`config.mk`:
```
export PLATFORM = sky130hd
export DESIGN_NAME = tft_window_glyph_byte_writer
export DESIGN_NICKNAME = d
export VERILOG_FILES = /design/src/rtl/core/tftgw_pkg.sv /design/src/rtl/core/tftgw_front.sv /design/src/rtl/core/tftgw_queue.sv /design/src/rtl/core/tftgw_back.sv /design/src/rtl/core/tft_window_glyph_byte_writer.sv
export VERILOG_INCLUDE_DIRS = /design/src /design/src/rtl/core
export SDC_FILE = /design/constraint.sdc
export NUM_CORES = 1
export LEC_CHECK = 0
export BUFFER_PORTS_ARGS = -buffer_cell sky130_fd_sc_hd__buf_2
export CELL_PAD_IN_SITES_DETAIL_PLACEMENT = 0
export CELL_PAD_IN_SITES_GLOBAL_PLACEMENT = 1
export CORE_MARGIN = 2
export CORE_UTILIZATION = 40
export CTS_CLUSTER_SIZE = 24
export DETAILED_ROUTE_END_ITERATION = 10
export PLACE_DENSITY = 0.64
export SLEW_MARGIN = 0
export SYNTH_ARGS = -nofsm -noshare
export SYNTH_HDL_FRONTEND = slang
export SYNTH_SLANG_ARGS = --single-unit
```
`constraint.sdc`:
```
create_clock -name clk -period 11.1 [get_ports clk]
set_clock_uncertainty 0.15 [all_clocks]
set_input_delay 0.555 -clock clk [delete_from_list [all_inputs] [get_ports clk]]
set_output_delay 0.555 -clock clk [all_outputs]
set_load 0.03 [all_outputs]
```
`src/rtl/core/tft_window_glyph_byte_writer_defines.svh`:
```
// ----------------------------------------------------------------------------
// TFT window/glyph byte writer - assertion macros
// Shared concurrent assertion forms, clocked on clk and disabled in reset.
// ----------------------------------------------------------------------------
`ifndef TFT_WINDOW_GLYPH_BYTE_WRITER_DEFINES_SVH
`define TFT_WINDOW_GLYPH_BYTE_WRITER_DEFINES_SVH

// Property that must hold in the same cycle
`define TFTGW_ASSERT(lbl, prop, msg) \
  lbl: assert property (@(posedge clk) disable iff (!rst_n) (prop)) else $error(msg);

// Consequence that must hold in the cycle after the antecedent
`define TFTGW_ASSERT_NEXT(lbl, ante, cons, msg) \
  lbl: assert property (@(posedge clk) disable iff (!rst_n) (ante) |=> (cons)) \
    else $error(msg);

`endif

```
`src/rtl/core/tftgw_pkg.sv`:
```
// ----------------------------------------------------------------------------
// tftgw_pkg
// Types and constants shared by the TFT window/glyph byte writer.
// ----------------------------------------------------------------------------
package tftgw_pkg;

  // Request modes
  typedef enum logic [1:0] {
    MODE_WINDOW = 2'd0,
    MODE_GLYPH  = 2'd1,
    MODE_PIXEL  = 2'd2,
    MODE_RAW    = 2'd3
  } mode_t;

  // Panel commands
  localparam logic [7:0] CMD_COLUMN   = 8'h2A;
  localparam logic [7:0] CMD_ROW      = 8'h2B;
  localparam logic [7:0] CMD_MEMWRITE = 8'h2C;

  // Byte index within a run; covers the longest glyph row (64 bytes)
  localparam int IDX_W     = 6;
  localparam int PAYLOAD_W = 64;

  // Set window byte positions, and the last byte index of the other runs
  localparam logic [IDX_W-1:0] WIN_IDX_COL   = IDX_W'(0);
  localparam logic [IDX_W-1:0] WIN_IDX_ROW   = IDX_W'(5);
  localparam logic [IDX_W-1:0] WIN_IDX_MEMWR = IDX_W'(10);
  localparam logic [IDX_W-1:0] NARROW_LAST   = IDX_W'(31);
  localparam logic [IDX_W-1:0] PIXEL_LAST    = IDX_W'(1);
  localparam logic [IDX_W-1:0] RAW_LAST      = IDX_W'(0);

  // Configuration registers
  localparam int CFG_IDX_W = 2;
  localparam logic [CFG_IDX_W-1:0] CFG_FG_RGB     = 2'd0;
  localparam logic [CFG_IDX_W-1:0] CFG_BG_RGB     = 2'd1;
  localparam logic [CFG_IDX_W-1:0] CFG_GLYPH_WIDE = 2'd2;
  localparam logic [15:0] FG_RESET   = 16'hFFFF;
  localparam logic [15:0] BG_RESET   = 16'h0000;
  localparam logic        WIDE_RESET = 1'b1;

  // Request queue
  localparam int QDEPTH = 2;
  localparam int QPTR_W = 1;
  localparam int QCNT_W = 2;

  // Classified request: bytes come off the top of the payload
  typedef struct packed {
    mode_t                  mode;
    logic                   raw_is_data;
    logic [IDX_W-1:0]       last_idx;
    logic [PAYLOAD_W-1:0]   payload;
  } req_t;

  // Live configuration
  typedef struct packed {
    logic [15:0] fg_rgb;
    logic [15:0] bg_rgb;
    logic        glyph_wide;
  } cfg_t;

endpackage

```
`src/rtl/core/tftgw_front.sv`:
```
// ----------------------------------------------------------------------------
// tftgw_front
// Accepts drawing requests and classifies them into packed byte jobs.
// ----------------------------------------------------------------------------
module tftgw_front
  import tftgw_pkg::*;
#(
  parameter int MAX_GLYPH_WIDTH = 32
) (
  input  logic        clk,
  input  logic        rst_n,
  input  cfg_t        cfg,
  input  logic        in_valid,
  output logic        in_stall,
  input  logic [1:0]  in_mode,
  input  logic [15:0] in_col_first,
  input  logic [15:0] in_row_first,
  input  logic [15:0] in_col_last,
  input  logic [15:0] in_row_last,
  input  logic [31:0] in_glyph_bits,
  input  logic [15:0] in_pixel_color,
  input  logic [7:0]  in_raw_value,
  input  logic        in_raw_is_data,
  output logic        f_valid,
  output req_t        f_req,
  input  logic        q_full
);

  // Wide glyph width, kept within 16..32 pixels
  localparam int GLYPH_W   = (MAX_GLYPH_WIDTH < 16) ? 16 :
                             ((MAX_GLYPH_WIDTH > 32) ? 32 : MAX_GLYPH_WIDTH);
  localparam int GLYPH_PAD = 32 - GLYPH_W;
  localparam logic [IDX_W-1:0] WIDE_LAST = IDX_W'(2 * GLYPH_W - 1);

  logic        f_valid_r;
  req_t        f_req_r;
  req_t        req_nxt;
  logic [31:0] glyph_aligned;
  logic        accept;
  logic        push;

  assign push     = f_valid_r && !q_full;
  assign in_stall = f_valid_r && q_full;
  assign accept   = in_valid && !in_stall;

  // Leftmost pixel moved to bit 31
  assign glyph_aligned = cfg.glyph_wide ? (in_glyph_bits << GLYPH_PAD)
                                        : {in_glyph_bits[15:0], 16'h0000};

  // Classify
  always_comb begin
    req_nxt             = '0;
    req_nxt.mode        = mode_t'(in_mode);
    req_nxt.raw_is_data = in_raw_is_data;
    unique case (mode_t'(in_mode))
      MODE_WINDOW: begin
        req_nxt.last_idx = WIN_IDX_MEMWR;
        req_nxt.payload  = {in_col_first, in_col_last, in_row_first, in_row_last};
      end
      MODE_GLYPH: begin
        req_nxt.last_idx = cfg.glyph_wide ? WIDE_LAST : NARROW_LAST;
        req_nxt.payload  = {glyph_aligned, 32'h0};
      end
      MODE_PIXEL: begin
        req_nxt.last_idx = PIXEL_LAST;
        req_nxt.payload  = {in_pixel_color, 48'h0};
      end
      MODE_RAW: begin
        req_nxt.last_idx = RAW_LAST;
        req_nxt.payload  = {in_raw_value, 56'h0};
      end
      default: begin
        req_nxt.last_idx = RAW_LAST;
      end
    endcase
  end

  // Holding stage
  always_ff @(posedge clk) begin
    if (!rst_n) begin
      f_valid_r <= 1'b0;
    end else if (accept) begin
      f_valid_r <= 1'b1;
    end else if (push) begin
      f_valid_r <= 1'b0;
    end
  end

  always_ff @(posedge clk) begin
    if (accept) begin
      f_req_r <= req_nxt;
    end
  end

  assign f_valid = f_valid_r;
  assign f_req   = f_req_r;

endmodule

```
`src/rtl/core/tftgw_queue.sv`:
```
// ----------------------------------------------------------------------------
// tftgw_queue
// Short request queue between the classifier and the byte sequencer.
// ----------------------------------------------------------------------------
`include "tft_window_glyph_byte_writer_defines.svh"

module tftgw_queue
  import tftgw_pkg::*;
(
  input  logic clk,
  input  logic rst_n,
  input  logic f_valid,
  input  req_t f_req,
  output logic q_full,
  output logic q_valid,
  output req_t q_req,
  input  logic q_pop
);

  req_t              mem_r [QDEPTH];
  logic [QPTR_W-1:0] wr_ptr_r;
  logic [QPTR_W-1:0] rd_ptr_r;
  logic [QCNT_W-1:0] cnt_r;
  logic              push;
  logic              pop;

  assign q_full  = (cnt_r == QCNT_W'(QDEPTH));
  assign q_valid = (cnt_r != '0);
  assign push    = f_valid && !q_full;
  assign pop     = q_pop && q_valid;
  assign q_req   = mem_r[rd_ptr_r];

  // Pointers and fill count
  always_ff @(posedge clk) begin
    if (!rst_n) begin
      wr_ptr_r <= '0;
      rd_ptr_r <= '0;
      cnt_r    <= '0;
    end else begin
      if (push) wr_ptr_r <= wr_ptr_r + 1'b1;
      if (pop)  rd_ptr_r <= rd_ptr_r + 1'b1;
      if (push && !pop)      cnt_r <= cnt_r + 1'b1;
      else if (pop && !push) cnt_r <= cnt_r - 1'b1;
    end
  end

  // Entry storage
  always_ff @(posedge clk) begin
    if (push) begin
      mem_r[wr_ptr_r] <= f_req;
    end
  end

  `TFTGW_ASSERT(a_cnt_bound, cnt_r <= QCNT_W'(QDEPTH), "queue count over depth")
  `TFTGW_ASSERT_NEXT(a_cnt_drop, pop && !push, cnt_r == $past(cnt_r) - 1'b1, "pop lost")

endmodule

```
`src/rtl/core/tftgw_back.sv`:
```
// ----------------------------------------------------------------------------
// tftgw_back
// Byte sequencer: walks one request a byte per cycle into the output register, unless stalled.
// ----------------------------------------------------------------------------
`include "tft_window_glyph_byte_writer_defines.svh"

module tftgw_back
  import tftgw_pkg::*;
(
  input  logic       clk,
  input  logic       rst_n,
  input  cfg_t       cfg,
  input  logic       q_valid,
  input  req_t       q_req,
  output logic       q_pop,
  output logic       out_valid,
  input  logic       out_stall,
  output logic [7:0] out_byte,
  output logic       out_is_data,
  output logic       out_last
);

  logic                 cur_valid_r;
  req_t                 cur_r;
  logic [IDX_W-1:0]     idx_r;
  logic                 out_valid_r;
  logic [7:0]           out_byte_r;
  logic                 out_is_data_r;
  logic                 out_last_r;
  logic [PAYLOAD_W-1:0] pay_nxt;
  logic [7:0]           byte_cur;
  logic                 data_cur;
  logic                 is_last;
  logic                 adv;
  logic [15:0]          pix_color;

  assign is_last   = (idx_r == cur_r.last_idx);
  assign adv       = cur_valid_r && (!out_valid_r || !out_stall);
  assign q_pop     = q_valid && (!cur_valid_r || (adv && is_last));
  assign pix_color = cur_r.payload[PAYLOAD_W-1] ? cfg.fg_rgb : cfg.bg_rgb;

  // Current byte and payload advance
  always_comb begin
    byte_cur = cur_r.payload[PAYLOAD_W-1 -: 8];
    data_cur = 1'b1;
    pay_nxt  = cur_r.payload << 8;
    unique case (cur_r.mode)
      MODE_WINDOW: begin
        priority if (idx_r == WIN_IDX_COL) begin
          byte_cur = CMD_COLUMN;
          data_cur = 1'b0;
          pay_nxt  = cur_r.payload;
        end else if (idx_r == WIN_IDX_ROW) begin
          byte_cur = CMD_ROW;
          data_cur = 1'b0;
          pay_nxt  = cur_r.payload;
        end else if (idx_r == WIN_IDX_MEMWR) begin
          byte_cur = CMD_MEMWRITE;
          data_cur = 1'b0;
          pay_nxt  = cur_r.payload;
        end else begin
          byte_cur = cur_r.payload[PAYLOAD_W-1 -: 8];
        end
      end
      MODE_GLYPH: begin
        // high byte, then low byte and next pixel
        byte_cur = idx_r[0] ? pix_color[7:0] : pix_color[15:8];
        pay_nxt  = idx_r[0] ? (cur_r.payload << 1) : cur_r.payload;
      end
      MODE_PIXEL: begin
        data_cur = 1'b1;
      end
      MODE_RAW: begin
        data_cur = cur_r.raw_is_data;
      end
      default: begin
        data_cur = 1'b1;
      end
    endcase
  end

  // Control state
  always_ff @(posedge clk) begin
    if (!rst_n) begin
      cur_valid_r <= 1'b0;
      out_valid_r <= 1'b0;
    end else begin
      if (q_pop) begin
        cur_valid_r <= 1'b1;
      end else if (adv && is_last) begin
        cur_valid_r <= 1'b0;
      end
      if (adv) begin
        out_valid_r <= 1'b1;
      end else if (!out_stall) begin
        out_valid_r <= 1'b0;
      end
    end
  end

  // Job and output payload
  always_ff @(posedge clk) begin
    if (q_pop) begin
      cur_r <= q_req;
      idx_r <= '0;
    end else if (adv) begin
      cur_r.payload <= pay_nxt;
      idx_r         <= idx_r + 1'b1;
    end
    if (adv) begin
      out_byte_r    <= byte_cur;
      out_is_data_r <= data_cur;
      out_last_r    <= is_last;
    end
  end

  assign out_valid   = out_valid_r;
  assign out_byte    = out_byte_r;
  assign out_is_data = out_is_data_r;
  assign out_last    = out_last_r;

  `TFTGW_ASSERT(a_idx_bound, !cur_valid_r || (idx_r <= cur_r.last_idx), "byte index past run")
  `TFTGW_ASSERT_NEXT(a_last_mark, adv && is_last, out_valid_r && out_last_r, "run end unmarked")

endmodule

```
`src/rtl/core/tft_window_glyph_byte_writer.sv`:
```
// ----------------------------------------------------------------------------
// tft_window_glyph_byte_writer
// Turns TFT drawing requests into a tagged stream of panel bytes.
// ----------------------------------------------------------------------------
// Usage:
//   Input channel (in_valid / in_stall): one drawing request per transfer,
//   in_mode selects set window, glyph row, pixel or raw byte.
//   Output channel (out_valid / out_stall): one panel byte per transfer with
//   its command/data tag; out_last marks the final byte of each request.
//   Run lengths: set window 11 bytes, glyph row 32 or 2*MAX_GLYPH_WIDTH
//   bytes (width clamped to 16..32), pixel 2 bytes, raw 1 byte.
//   Throughput is one byte per cycle while out_stall is low, set by the
//   byte sequencer. On an empty path a request's first byte passes the
//   holding stage, a queue entry, the job register and the output register.
//   Requests queue in a holding stage plus a two-entry queue, so new
//   requests are taken while bytes still drain. When the receiver stalls,
//   the output byte holds and the sequencer waits; once the queue and the
//   holding stage fill, in_stall rises. Configuration (cfg_we, cfg_index,
//   cfg_wdata) must be written by the user only while idle; the block does
//   not enforce it. Synchronous reset clears the queue and output, and restores
//   the foreground color 0xFFFF, background color 0x0000 and glyph_wide 1.
// ----------------------------------------------------------------------------
module tft_window_glyph_byte_writer
  import tftgw_pkg::*;
#(
  parameter int MAX_GLYPH_WIDTH = 32
) (
  input  logic                 clk,
  input  logic                 rst_n,
  input  logic                 cfg_we,
  input  logic [CFG_IDX_W-1:0] cfg_index,
  input  logic [15:0]          cfg_wdata,
  input  logic                 in_valid,
  output logic                 in_stall,
  input  logic [1:0]           in_mode,
  input  logic [15:0]          in_col_first,
  input  logic [15:0]          in_row_first,
  input  logic [15:0]          in_col_last,
  input  logic [15:0]          in_row_last,
  input  logic [31:0]          in_glyph_bits,
  input  logic [15:0]          in_pixel_color,
  input  logic [7:0]           in_raw_value,
  input  logic                 in_raw_is_data,
  output logic                 out_valid,
  input  logic                 out_stall,
  output logic [7:0]           out_byte,
  output logic                 out_is_data,
  output logic                 out_last
);

  logic [15:0] fg_rgb_r;
  logic [15:0] bg_rgb_r;
  logic        glyph_wide_r;
  cfg_t        cfg;
  logic        f_valid;
  req_t        f_req;
  logic        q_full;
  logic        q_valid;
  req_t        q_req;
  logic        q_pop;

  // Configuration registers
  always_ff @(posedge clk) begin
    if (!rst_n) begin
      fg_rgb_r     <= FG_RESET;
      bg_rgb_r     <= BG_RESET;
      glyph_wide_r <= WIDE_RESET;
    end else if (cfg_we) begin
      unique case (cfg_index)
        CFG_FG_RGB:     fg_rgb_r     <= cfg_wdata;
        CFG_BG_RGB:     bg_rgb_r     <= cfg_wdata;
        CFG_GLYPH_WIDE: glyph_wide_r <= cfg_wdata[0];
        default: begin
          fg_rgb_r <= fg_rgb_r;
        end
      endcase
    end
  end

  assign cfg.fg_rgb     = fg_rgb_r;
  assign cfg.bg_rgb     = bg_rgb_r;
  assign cfg.glyph_wide = glyph_wide_r;

  tftgw_front #(
    .MAX_GLYPH_WIDTH (MAX_GLYPH_WIDTH)
  ) u_front (
    .clk            (clk),
    .rst_n          (rst_n),
    .cfg            (cfg),
    .in_valid       (in_valid),
    .in_stall       (in_stall),
    .in_mode        (in_mode),
    .in_col_first   (in_col_first),
    .in_row_first   (in_row_first),
    .in_col_last    (in_col_last),
    .in_row_last    (in_row_last),
    .in_glyph_bits  (in_glyph_bits),
    .in_pixel_color (in_pixel_color),
    .in_raw_value   (in_raw_value),
    .in_raw_is_data (in_raw_is_data),
    .f_valid        (f_valid),
    .f_req          (f_req),
    .q_full         (q_full)
  );

  tftgw_queue u_queue (
    .clk     (clk),
    .rst_n   (rst_n),
    .f_valid (f_valid),
    .f_req   (f_req),
    .q_full  (q_full),
    .q_valid (q_valid),
    .q_req   (q_req),
    .q_pop   (q_pop)
  );

  tftgw_back u_back (
    .clk         (clk),
    .rst_n       (rst_n),
    .cfg         (cfg),
    .q_valid     (q_valid),
    .q_req       (q_req),
    .q_pop       (q_pop),
    .out_valid   (out_valid),
    .out_stall   (out_stall),
    .out_byte    (out_byte),
    .out_is_data (out_is_data),
    .out_last    (out_last)
  );

endmodule

```
---- Word-level counts from Yosys, hierarchy flattened ----
Memory sizes are Yosys's and may differ from the RTL's. A register that Yosys moved wholly into a read port is not among the register bits.
Cells that the tools add are included.
storage, ports and cells
  flip-flop bits (word level) ............. 202
  memory bits (writable) .................. 146
  input port bits ......................... 146
  output and inout bits ................... 12
  word-level logic and storage cells ...... 106
  memories kept ........................... 1
memory list
  memory         depth  width  read ports  clocked after memory_dff  write ports  line               RTL
  u_queue.mem_r  2      73     1           1                         1            tftgw_queue.sv:20  req_t mem_r [QDEPTH];
operators by class
  add/sub/neg operators ................... 5
  equal/unequal tests ..................... 16
  muxes and demuxes ....................... 32
  reduce and logical (&&, ||, !) cells .... 31
operator list
  cell                   number
  $mux W64               6
  $pmux W70 S4           1
  $pmux W64 S2           1
  $mux W32               1
  $mux W8                4
  $mux W16               1
  $pmux W8 S2            1
  $mux W1                13
  $eq A2 B2 Y1 const B   5
  $reduce_bool A2 Y1     5
  $logic_and A1 B1 Y1    9
  $ne A3 B3 Y1 const B   3
  $logic_not A1 Y1       7
  $add A6 B1 Y6 const B  1
  $eq A2 B1 Y1 const B   3
  $eq A6 B3 Y1 const B   1
  $eq A6 B4 Y1 const B   1
  $eq A6 B6 Y1           1
  $logic_not A2 Y1       3
  $logic_not A6 Y1       1
  $mux W6                1
  $reduce_and A2 Y1      3
  $reduce_and A5 Y1      1
  $mux W2                2
  other kinds (7)        9

---- Depth between registers and ports, before layout ----
Gate-level depths: netlist (run 1).
  depth after elaboration ................. 10
  gate-level depth with buffers ........... 10
  mapped depth without buffers ............ 8

---- Cells and area by module ----
From an unflattened synthesis (run 1), not the netlist that was laid out.
second synthesis, totals
  cells, all modules ...................... 964
  area total of the unflattened synthesis .. 15,339.7 um^2
by module, submodules not included
  module                        times used  cells each  area each (um^2)  seq. area each (um^2)
  tftgw_queue                   1           252         5,500.3           4,484.3
  tftgw_back                    1           343         5,167.5           2,652.5
  tftgw_front                   1           224         3,253.1           2,152.1
  tft_window_glyph_byte_writer  1           145         1,418.9           660.6

---- Worst setup path before layout (run 1) ----
OpenSTA, ideal clock, no wires.
  path type ............................... register to register
  start point ............................. register u_back.idx_r[0]
  end point ............................... register u_back.cur_r[0] (netlist bit), enable pin
  arrival time ............................ 5,952 ps
  data required time ...................... 10,375 ps
  slack ................................... 4,424 ps
  cell stages (with the launch flop) ...... 8
  cells stage by stage .................... dfxtp_1 -> buf_2 -> inv_1 -> ha_1 -> mux2i_1 -> nor2b_1 -> o21a_1 -> o21ai_0
between the ends
  longest elaborated chain between the ends .. 6
RTL lines
  element                                               line               RTL
  start: declaration                                    tftgw_back.sv:25   logic [IDX_W-1:0] idx_r;
  start signal: assignment                              tftgw_back.sv:108  idx_r <= idx_r + 1'b1;
  $eq A6 B6 Y1                                          tftgw_back.sv:37   assign is_last = (idx_r == cur_r.last_idx);
  $logic_and A1 B1 Y1                                   tftgw_back.sv:39   assign q_pop = q_valid && (!cur_valid_r || (adv && is_last));
  $logic_or A1 B1 Y1                                    tftgw_back.sv:39
  $logic_and A1 B1 Y1                                   tftgw_back.sv:39
  $ne A3 B3 Y1 (no line), or another cell as far along  -
  $reduce_and A5 Y1 (no line) (*)                       -
  end signal: assignment                                tftgw_back.sv:104  cur_r <= q_req;
  end: declaration                                      tftgw_back.sv:24   req_t cur_r;
Every way passes the cells marked *; elsewhere a longest branch is shown, timed or not.
A chain may end at the register's enable or synchronous reset.

==> impl_metrics.tcl, run 1 <==
set metrics [dict create \
    syn_avg_cell_area_um2 13.75 \
    dpl.hpwl_um 19620 \
    die_h_um 192.9 \
    clock-root-buffer "clkbuf_16" \
    place_ws_ns 7.691 \
    multi_input_area_mm2 0.004141 \
    outcome "finished clean" \
    maxSlewHeadroom 0.3161 \
    register_area_mm2 0.009773 \
    wl_per_cell_um 17.94 \
    clk_latency_ns 0.52 \
    yosysWarnings 0 \
    synth_edf_count 294 \
    antenna_found_initial 0 \
    grt_start_max_net_pins 90 \
    start_util 0.4041 \
    die_area_mm2 0.03720 \
    ios 158 \
    finalSetupTns_ns 0 \
    cts_made_buffers 38 \
    cpPeakStageDelay_ns 0.90 \
    finalWirelength_um 29860 \
    min_period_ns 3.386 \
    gr-usage-met3 0.02764 \
    fin_ws_ns 7.714 \
    ys.flop_type "edfxtp_1" \
    mostFrequentLayoutCell "edfxtp_1" \
    drive_above_1_share 0.2203 \
    slowest_stage "dfxtp_1" \
    cp_common_cell "buf_4" \
    required_ns 11.35 \
    fp.dieW_um 192.9 \
    grt_use_total 0.1623 \
    antenna-diode-count 0 \
    numClockSinks 341 \
    ys_ff_latch 341 \
    nets 1334 \
    most-common-layout-cells "edfxtp_1 (294), buf_2 (157), nand2_1 (109)" \
    setup_violations 0 \
    synthesis.area_mm2 0.01427 \
    drtIter0Drc 595 \
    area_growth_pct 17.71 \
    p_leak_uw 0.006043 \
    tightest_slew_ns 1.026 \
    ctsResizeCount 0 \
    busiest_layer "met2" \
    crit_chain "xnor2_1 > nand2_1 > o32ai_4 > buf_4 > buf_4 > xor2_1 > and2_1" \
    critPathMaxFanout 87 \
    postPlaceCellArea_mm2 0.01546 \
    clk_pin_slew_ns 0.06 \
    fmax_mhz 295.3 \
    gp_congestion 0.7888 \
    fp-row-count 69 \
    final_area_mm2 0.01679 \
    synth.distinct_cells 50 \
    gr-usage-met1 0.2378 \
    grt_first_pass_wirelength_um 46420 \
    postCtsSetupBuffers 0 \
    rsz0062_at_grt "false" \
    ctsHtreeMaxLevel 2 \
    gr-total-overflow 0 \
    grt_pass1_vias 8258 \
    irDropWorstVdd_uv 193.6 \
    cts_max_path_buffers 3 \
    portBuffers 157 \
    tritoncts "done" \
    dr.pass1.iters 5 \
    cp-end-kind "register" \
    worst_hold_slack_ns 0.08723 \
    postSynthCellCount 1038 \
    viasPerCell 5.093 \
    hold_violations 0 \
    async_reset_ff_frac 0 \
    hold_path.class "in2reg" \
    cp_data_arrival_time_ns 3.64 \
    finalCritPeriodShare 0.3051 \
    coreArea_mm2 0.03531 \
    drc 0 \
    cap_violations 0 \
    drv_slew 0 \
    powerDensity_mw_per_mm2 255.1 \
    vias 8475 \
    met2_usage 0.2474 \
    crit_type "reg2reg" \
    postRouteAntennaNets 0 \
    fillerInstances 3121 \
    critPathLaunchType "register" \
    syn-num-nets 1196 \
    seq_area_frac_synth 0.6847 \
    postCtsHoldBufs 0 \
]
cells in the mapped netlist, types with 2 or more instances:
cell,instances,share of area
nor3_1,4,0.0014
and3_1,3,0.0013
buf_4,5,0.0026
o22ai_1,2,0.00088
inv_1,27,0.0071
a21oi_1,68,0.024
a222oi_1,8,0.0056
clkbuf_1,46,0.012
xor2_1,5,0.0031
mux4_2,7,0.011
nor2_1,15,0.0039
mux2i_1,76,0.053
a21boi_1,10,0.0053
a22o_1,2,0.0012
dfxtp_1,47,0.066
a211oi_1,56,0.029
buf_2,13,0.0046
nand4_1,3,0.0013
o21ai_0,27,0.0095
a21boi_0,7,0.0037
ha_1,12,0.011
o21ai_1,7,0.0025
edfxtp_1,294,0.62
nor2b_1,59,0.026
buf_1,5,0.0013
nand3b_1,9,0.0047
nand2_1,109,0.029
xnor2_1,5,0.0031
o21a_1,3,0.0016
nand2b_1,2,0.00088
a221oi_1,8,0.0049
and2_1,38,0.017
mux2_2,23,0.018
nand3_1,17,0.0060
registers in the layout, summed over array words and instances (netlist names), 2 cells and up, named ones only:
register,flops
u_queue.mem_r,142
u_queue.cnt_r,2
u_front.f_req,71
fg_rgb_r,16
bg_rgb_r,16
u_back.out_byte,8
u_back.idx_r,6
u_back.cur_r,71
cell families after synthesis:
kind of cell	count (synthesis)	synth area share
DFF	341	0.6847
and+or+nand+nor	266	0.09436
AOI/OAI and AO/OA	205	0.09296
muxes	106	0.08252
buffers and inverters	98	0.02876
adders and majority gates	12	0.01052
xor gates and xnor gates	10	0.006138
final cells by class:
type                       instances  area share
multi-input combinational        599      0.2466
timing repair buffer             168     0.05170
tap                              461     0.03434
inverter                          28    0.006258
clock inverter                    25     0.02168
sequential                       341      0.5819
clock buffer                      42     0.05751
final timing paths:
kind / from / to / slack [ns] / cells after the start
worst min-delay path: in_raw_is_data / u_front.f_req[70]$_DFFE_PP_ / 0.09 / 1
worst max register to register: u_back.idx_r[0]$_SDFFE_PN0P_ / register / 7.71 / 7
worst min register to register: u_front.f_req[27]$_DFFE_PP_ / u_queue.mem_r[1][27]$_DFFE_PP_ / 0.29 / 0
worst max-delay path: u_back.idx_r[0]$_SDFFE_PN0P_ / register / 7.71 / 7
per-layer routing:
layer	routed length [um]	vias to the layer above
li1	-	4135
met1	14100	4070
met2	13510	229
met3	1560	41
met4	689	0
met5	0	-
power by group:
| part | internal (uW) | switching, uW |
|---|---|---|
| sequential | 1790 | 161 |
| combinational | 383 | 621 |
| clock | 838 | 489 |
| total | 3010 | 1270 |
stage by stage:
stage                     instances    util  power [uW]
after floorplan                1038       -        2717
after global placement         1597  0.4380        2980
after detailed placement       1597  0.4380        2997
after CTS                      1664  0.4756        4347
after global routing           1664  0.4756        4530
final                          1664  0.4756        4285
critical path, delay by kind of cell (launching register included):
family | cells | cell delay, ns
compound gates | 1 | 0.30
xor+xnor | 2 | 0.34
buf+inv | 2 | 1.21
flops | 1 | 0.90
simple gates | 2 | 0.32
No activity file was read; power rests on OpenSTA's default activity.
==> inputs of run 2 (changes only) <==
clock period = 3.4 ns   (was 11.1 ns; I/O delays follow)
==> impl_metrics.tcl, run 2 (synthesized netlist as in run 1, its figures left out) <==
set metrics [dict create \
    grt_start_max_net_pins 134 \
    place_ws_ns 0.9647 \
    postPlaceCellArea_mm2 0.01560 \
    p_leak_uw 0.006543 \
    clock-root-buffer "clkbuf_16" \
    ctsResizeCount 0 \
    postRouteAntennaNets 0 \
    start_util 0.4041 \
    worst_hold_slack_ns 0.08109 \
    vias 8937 \
    die_area_mm2 0.03720 \
    antenna-diode-count 0 \
    cap_violations 0 \
    drtIter0Drc 631 \
    coreArea_mm2 0.03531 \
    hold_path.class "in2reg" \
    p_total_uw 13610 \
    finalSetupTns_ns 0 \
    numClockSinks 341 \
    nets 1462 \
    grt_first_pass_wirelength_um 48110 \
    required_ns 3.63 \
    rsz0062_at_grt "false" \
    setup_violations 0 \
    largest_register_ffs 142 \
    clk_latency_ns 0.51 \
    die_h_um 192.9 \
    ios 158 \
    timing.rr.end "u_queue.cnt_r[1]$_SDFFE_PN0P_" \
    finalWirelength_um 31250 \
    crit_type "in2reg" \
    gp_congestion 0.8087 \
    hold_depth 3 \
    powerDensity_mw_per_mm2 759.8 \
    regToRegSetupSlack_ns 0.96 \
    dr.pass1.iters 6 \
    grt_use_total 0.1675 \
    area_growth_pct 25.57 \
    gr-total-overflow 0 \
    tritoncts "done" \
    mostFrequentLayoutCell "edfxtp_1" \
    drv_slew 0 \
    wl_per_cell_um 17.45 \
    ctsHtreeMaxLevel 2 \
    finalCritPeriodShare 0.7517 \
    top_register "u_queue.mem_r" \
    clk_pin_slew_ns 0.06 \
    holdCritStartpoint "in_glyph_bits[9]" \
    rr_startpoint "u_back.idx_r[2]$_SDFFE_PN0P_" \
    cts_made_buffers 38 \
    fp-row-count 69 \
    cp_data_arrival_time_ns 2.79 \
    cts_max_path_buffers 3 \
    fillerInstances 3073 \
    dpl.hpwl_um 19940 \
    final_area_mm2 0.01792 \
    viasPerCell 4.990 \
    critPathMaxFanout 19 \
    cp-end-kind "register" \
    drc 0 \
    irDropWorstVdd_uv 604.8 \
    hold_violations 0 \
    most-common-layout-cells "edfxtp_1 (294), buf_2 (157), dlygate4sd3_1 (120)" \
    grt_pass1_vias 8899 \
    worstHoldEndpoint "u_front.f_req[41]$_DFFE_PP_" \
    outcome "finished clean" \
    tightest_slew_ns 0.7419 \
    critPathLaunchType "input port" \
    fmax_mhz 391.3 \
    fin_ws_ns 0.8442 \
    antenna_found_initial 0 \
    portBuffers 157 \
    drive_above_1_share 0.2000 \
    fp.dieW_um 192.9 \
    maxSlewHeadroom 0.5008 \
    min_period_ns 2.556 \
    r2r_cells 7 \
]
==> run 2: cell count changes in the layout (fill, tap and decap cells not counted), moves of 2 or more <==
cell           change
dlygate4sd3_1    +120
bufinv_16          -8
clkbuf_1           +7
buf_12             +6
buf_4              +2
clkinv_2           +2
==> run 2: area by class of cell <==
class / instances / area, um^2 / share of cell area
Tap cell: 461 / 576.8 / 0.03220
Inverter: 28 / 105.1 / 0.005866
Sequential cell: 341 / 9773 / 0.5455
Timing Repair Buffer: 296 / 2205 / 0.1231
Multi-Input combinational cell: 599 / 4141 / 0.2312
Clock buffer: 49 / 992.2 / 0.05538
Clock inverter: 17 / 122.6 / 0.006844
==> run 2: metrics by stage <==
stage	instances	util
finish	1791	0.5074
CTS	1791	0.5074
detailed placement	1605	0.4418
floorplan	1038	-
global placement	1605	0.4418
global route	1791	0.5074
==> run 2: worst max-delay path by stage <==
stage	end	slack, ns	cells after the start	from
finish	u_front.f_req[40]$_DFFE_PP_	0.84	9	in_mode[1]
global route	u_front.f_req[40]$_DFFE_PP_	0.68	9	in_mode[1]
CTS	u_front.f_req[40]$_DFFE_PP_	0.87	9	in_mode[1]
detailed placement	u_queue.cnt_r[1]$_SDFFE_PN0P_	0.96	7	u_back.idx_r[3]$_SDFFE_PN0P_
global placement	u_queue.cnt_r[1]$_SDFFE_PN0P_	1.01	7	u_back.idx_r[3]$_SDFFE_PN0P_
floorplan	u_front.f_req[0]$_DFFE_PP_	0.22	3	u_queue.cnt_r[0]$_SDFFE_PN0P_
==> run 2: worst max-delay path, cell delays in order <==
cell and delay, ns:
dlygate4sd3_1 0.52, buf_2 0.15, inv_1 0.08, ha_1 0.14, buf_4 0.23, and2_1 0.55, nand2_1 0.19, o21ai_0 0.19
dlygate4sd3_1 0.57
==> run 2: timing repair <==
| action | 4_1_cts | 5_1_grt |
|---|---|---|
| hold endpoints to repair | 105 | 0 |
| hold buffers | 120 | 0 |
| setup buffers | 0 | 0 |
==> run 2: routing by layer <==
layer	vias up	GRT usage	wire length (um)
met5	-	0	0
met4	0	0.05285	818
met3	52	0.02328	1271
met2	227	0.2674	14400
met1	4258	0.2368	14750
li1	4400	-	-
==> run 2: report_power, final <==
group	leakage, uW	switching [uW]	internal (uW)	total, uW
clock	0.000540	1580	2140	3710
combinational	0.00281	2100	1440	3540
sequential	0.00319	513	5840	6360
==> inputs of run 3 (changes only) <==
ABC_AREA = 1   (was default)
PLACE_DENSITY = 0.69   (was 0.64)
clock period = 2.1 ns   (was 3.4 ns; I/O delays follow)
==> impl_metrics.tcl, run 3 <==
set metrics [dict create \
    outcome "finished clean" \
    finalSetupTns_ns 0 \
    clk_latency_ns 0.53 \
    cp-end-kind "register" \
    fp-row-count 69 \
    fin_ws_ns 0.04394 \
    wl_met1_um 15800 \
    clock-root-buffer "clkbuf_16" \
    critPathMaxFanout 7 \
    numClockSinks 341 \
    area_growth_pct 32.24 \
    final_cells 2132 \
    register_area_mm2 0.009784 \
    mostFrequentLayoutCell "nand2_1" \
    start_util 0.4059 \
    gr-total-overflow 0 \
    synthesis.area_mm2 0.01444 \
    critPathLaunchType "register" \
    hold_violations 0 \
    p_leak_uw 0.007811 \
    grt_first_pass_wirelength_um 53320 \
    coreArea_mm2 0.03557 \
    synth_area_leaders "edfxtp_1 (61%), nand2_1 (11%), dfxtp_1 (6.5%)" \
    antenna-diode-count 0 \
    vias 10340 \
    drc 0 \
    maxSlewHeadroom 0.6343 \
    cts_max_path_buffers 3 \
    hold_depth 2 \
    wl_met2_um 15680 \
    required_ns 2.20 \
    synth_top_cell_by_area "edfxtp_1" \
    most-common-layout-cells "nand2_1 (420), edfxtp_1 (294), buf_2 (157)" \
    utilization 0.5368 \
    postSynthCellCount 1308 \
    p_total_uw 24450 \
    viasPerCell 4.851 \
    multi_input_area_mm2 0.004161 \
    fmax_mhz 486.4 \
    finalCritPeriodShare 0.9791 \
    postRouteAntennaNets 0 \
    r2r_cells 10 \
    hold_path.class "in2reg" \
    seq_area_frac_synth 0.6766 \
    powerDensity_mw_per_mm2 1280 \
    async_reset_ff_frac 0 \
    tritoncts "done" \
    cts_made_buffers 37 \
    maxUsedRoutingLayer "met4" \
    tightest_slew_ns 0.5480 \
    syn_avg_cell_area_um2 11.04 \
    portBuffers 157 \
    drv_slew 0 \
    rsz0062_at_grt "true" \
    place_ws_ns -0.0005917 \
    synthTopCellsByCount "nand2_1 (424), edfxtp_1 (294), inv_1 (74), nor2_1 (74), o21ai_0 (63)" \
    cp_data_arrival_time_ns 2.15 \
    yosysWarnings 0 \
    die_h_um 194.0 \
    ctsHtreeMaxLevel 2 \
    cap_violations 0 \
    ys_ff_latch 341 \
    synth.distinct_cells 35 \
    die_area_mm2 0.03763 \
    synth_edf_count 294 \
    setup_violations 0 \
    finalWirelength_um 34410 \
    dr.pass1.iters 5 \
    fillerInstances 3066 \
    synth.most_common_cell "nand2_1" \
    antenna_found_initial 0 \
    dpl.cell_count 1899 \
    ios 158 \
    synth_top_area_frac 0.6114 \
    crit_type "reg2reg" \
    dpl.hpwl_um 21610 \
    drtIter0Drc 714 \
    wl_per_cell_um 16.14 \
    clk_pin_slew_ns 0.06 \
    min_period_ns 2.056 \
    drive_above_1_share 0.1909 \
    largest_register_ffs 142 \
    nets 1801 \
    syn-num-nets 1466 \
    met3_length_um 1976 \
    fp.dieW_um 194.0 \
    grt_pass1_vias 10050 \
    gp_congestion 0.8599 \
    grt_start_max_net_pins 73 \
    top_register "u_queue.mem_r" \
    ys.flop_type "edfxtp_1" \
    irDropWorstVdd_uv 795.0 \
    grt_use_total 0.1772 \
]
run 3: changes by cell type after synthesis, moves of 36 or more:
cell / delta
nand2_1: +315
o21ai_0: +36
nor2_1: +59
nor2b_1: -58
and2_1: -38
inv_1: +47
a211oi_1: -56
run 3: through the flow:
step / hold slack [ns] / area [um^2]
3_5_place_dp: 0.1498 / 16140
6_report: 0.1483 / 19090
5_1_grt: 0.1780 / 19090
2_1_floorplan: 0.05387 / 14570
4_1_cts: 0.1336 / 18850
3_3_place_gp: 0.1442 / 16140
run 3: per-layer routing:
metal,vias to the layer above,track usage
li1,5146,-
met1,4797,0.2519
met2,334,0.2777
met3,65,0.02992
met4,0,0.05780
met5,-,0
run 3: cell families (layout without fill, tap and decap cells):
kind of cell	after synthesis	count (layout)	synth area share
mux	56	56	0.03882
flops	341	341	0.6766
buf+inv	150	512	0.04402
compound gates	196	196	0.07816
xor+xnor	3	3	0.001820
fa+ha+maj	12	12	0.01040
simple gates	550	551	0.1502
run 3: layout make-up:
type,instances,share of cell area
Clock buffer,50,0.05603
Clock inverter,17,0.006094
Inverter,80,0.01651
Multi-Input combinational cell,818,0.2179
Sequential cell,341,0.5124
Tap cell,461,0.03021
Timing Repair Buffer,365,0.1608
run 3: timing repair:
action / CTS / global route
cloned: 0 / 8
endpoints found under the hold margin: 122 / 0
gates resized for setup: 0 / 13
setup buffers: 0 / 5
hold buffers: 153 / 0
setup endpoints to repair: 13 / 122
pin swaps: 1 / 5
run 3: worst max-delay path, stage by stage, from the launching register on:
cell and delay (ns):
dfxtp_4 0.39, inv_4 0.06, ha_4 0.15, nand4_1 0.11
nor2b_4 0.18, nand2_1 0.06, nand2_1 0.07, o211ai_1 0.09
buf_4 0.19, nand2_8 0.16, clkbuf_16 0.17
run 3: report_power, final:
group          switching, uW  total, uW  internal, uW  leakage (uW)
Combinational           4610       7870          3260       0.00404
Sequential               793      10300          9520       0.00320
Clock                   2550       6260          3710      0.000570
Total                   7960      24400         16500       0.00781
run 3: final timing paths:
check	startpoint	end	slack, ns
worst max-delay path	u_back.idx_r[0]$_SDFFE_PN0P_	u_back.cur_r[54]$_DFFE_PP_	0.04
worst min-delay path	in_raw_is_data	u_front.f_req[70]$_DFFE_PP_	0.15
worst max register to register	u_back.idx_r[0]$_SDFFE_PN0P_	u_back.cur_r[54]$_DFFE_PP_	0.04
worst min register to register	u_front.f_req[48]$_DFFE_PP_	u_queue.mem_r[0][48]$_DFFE_PP_	0.29
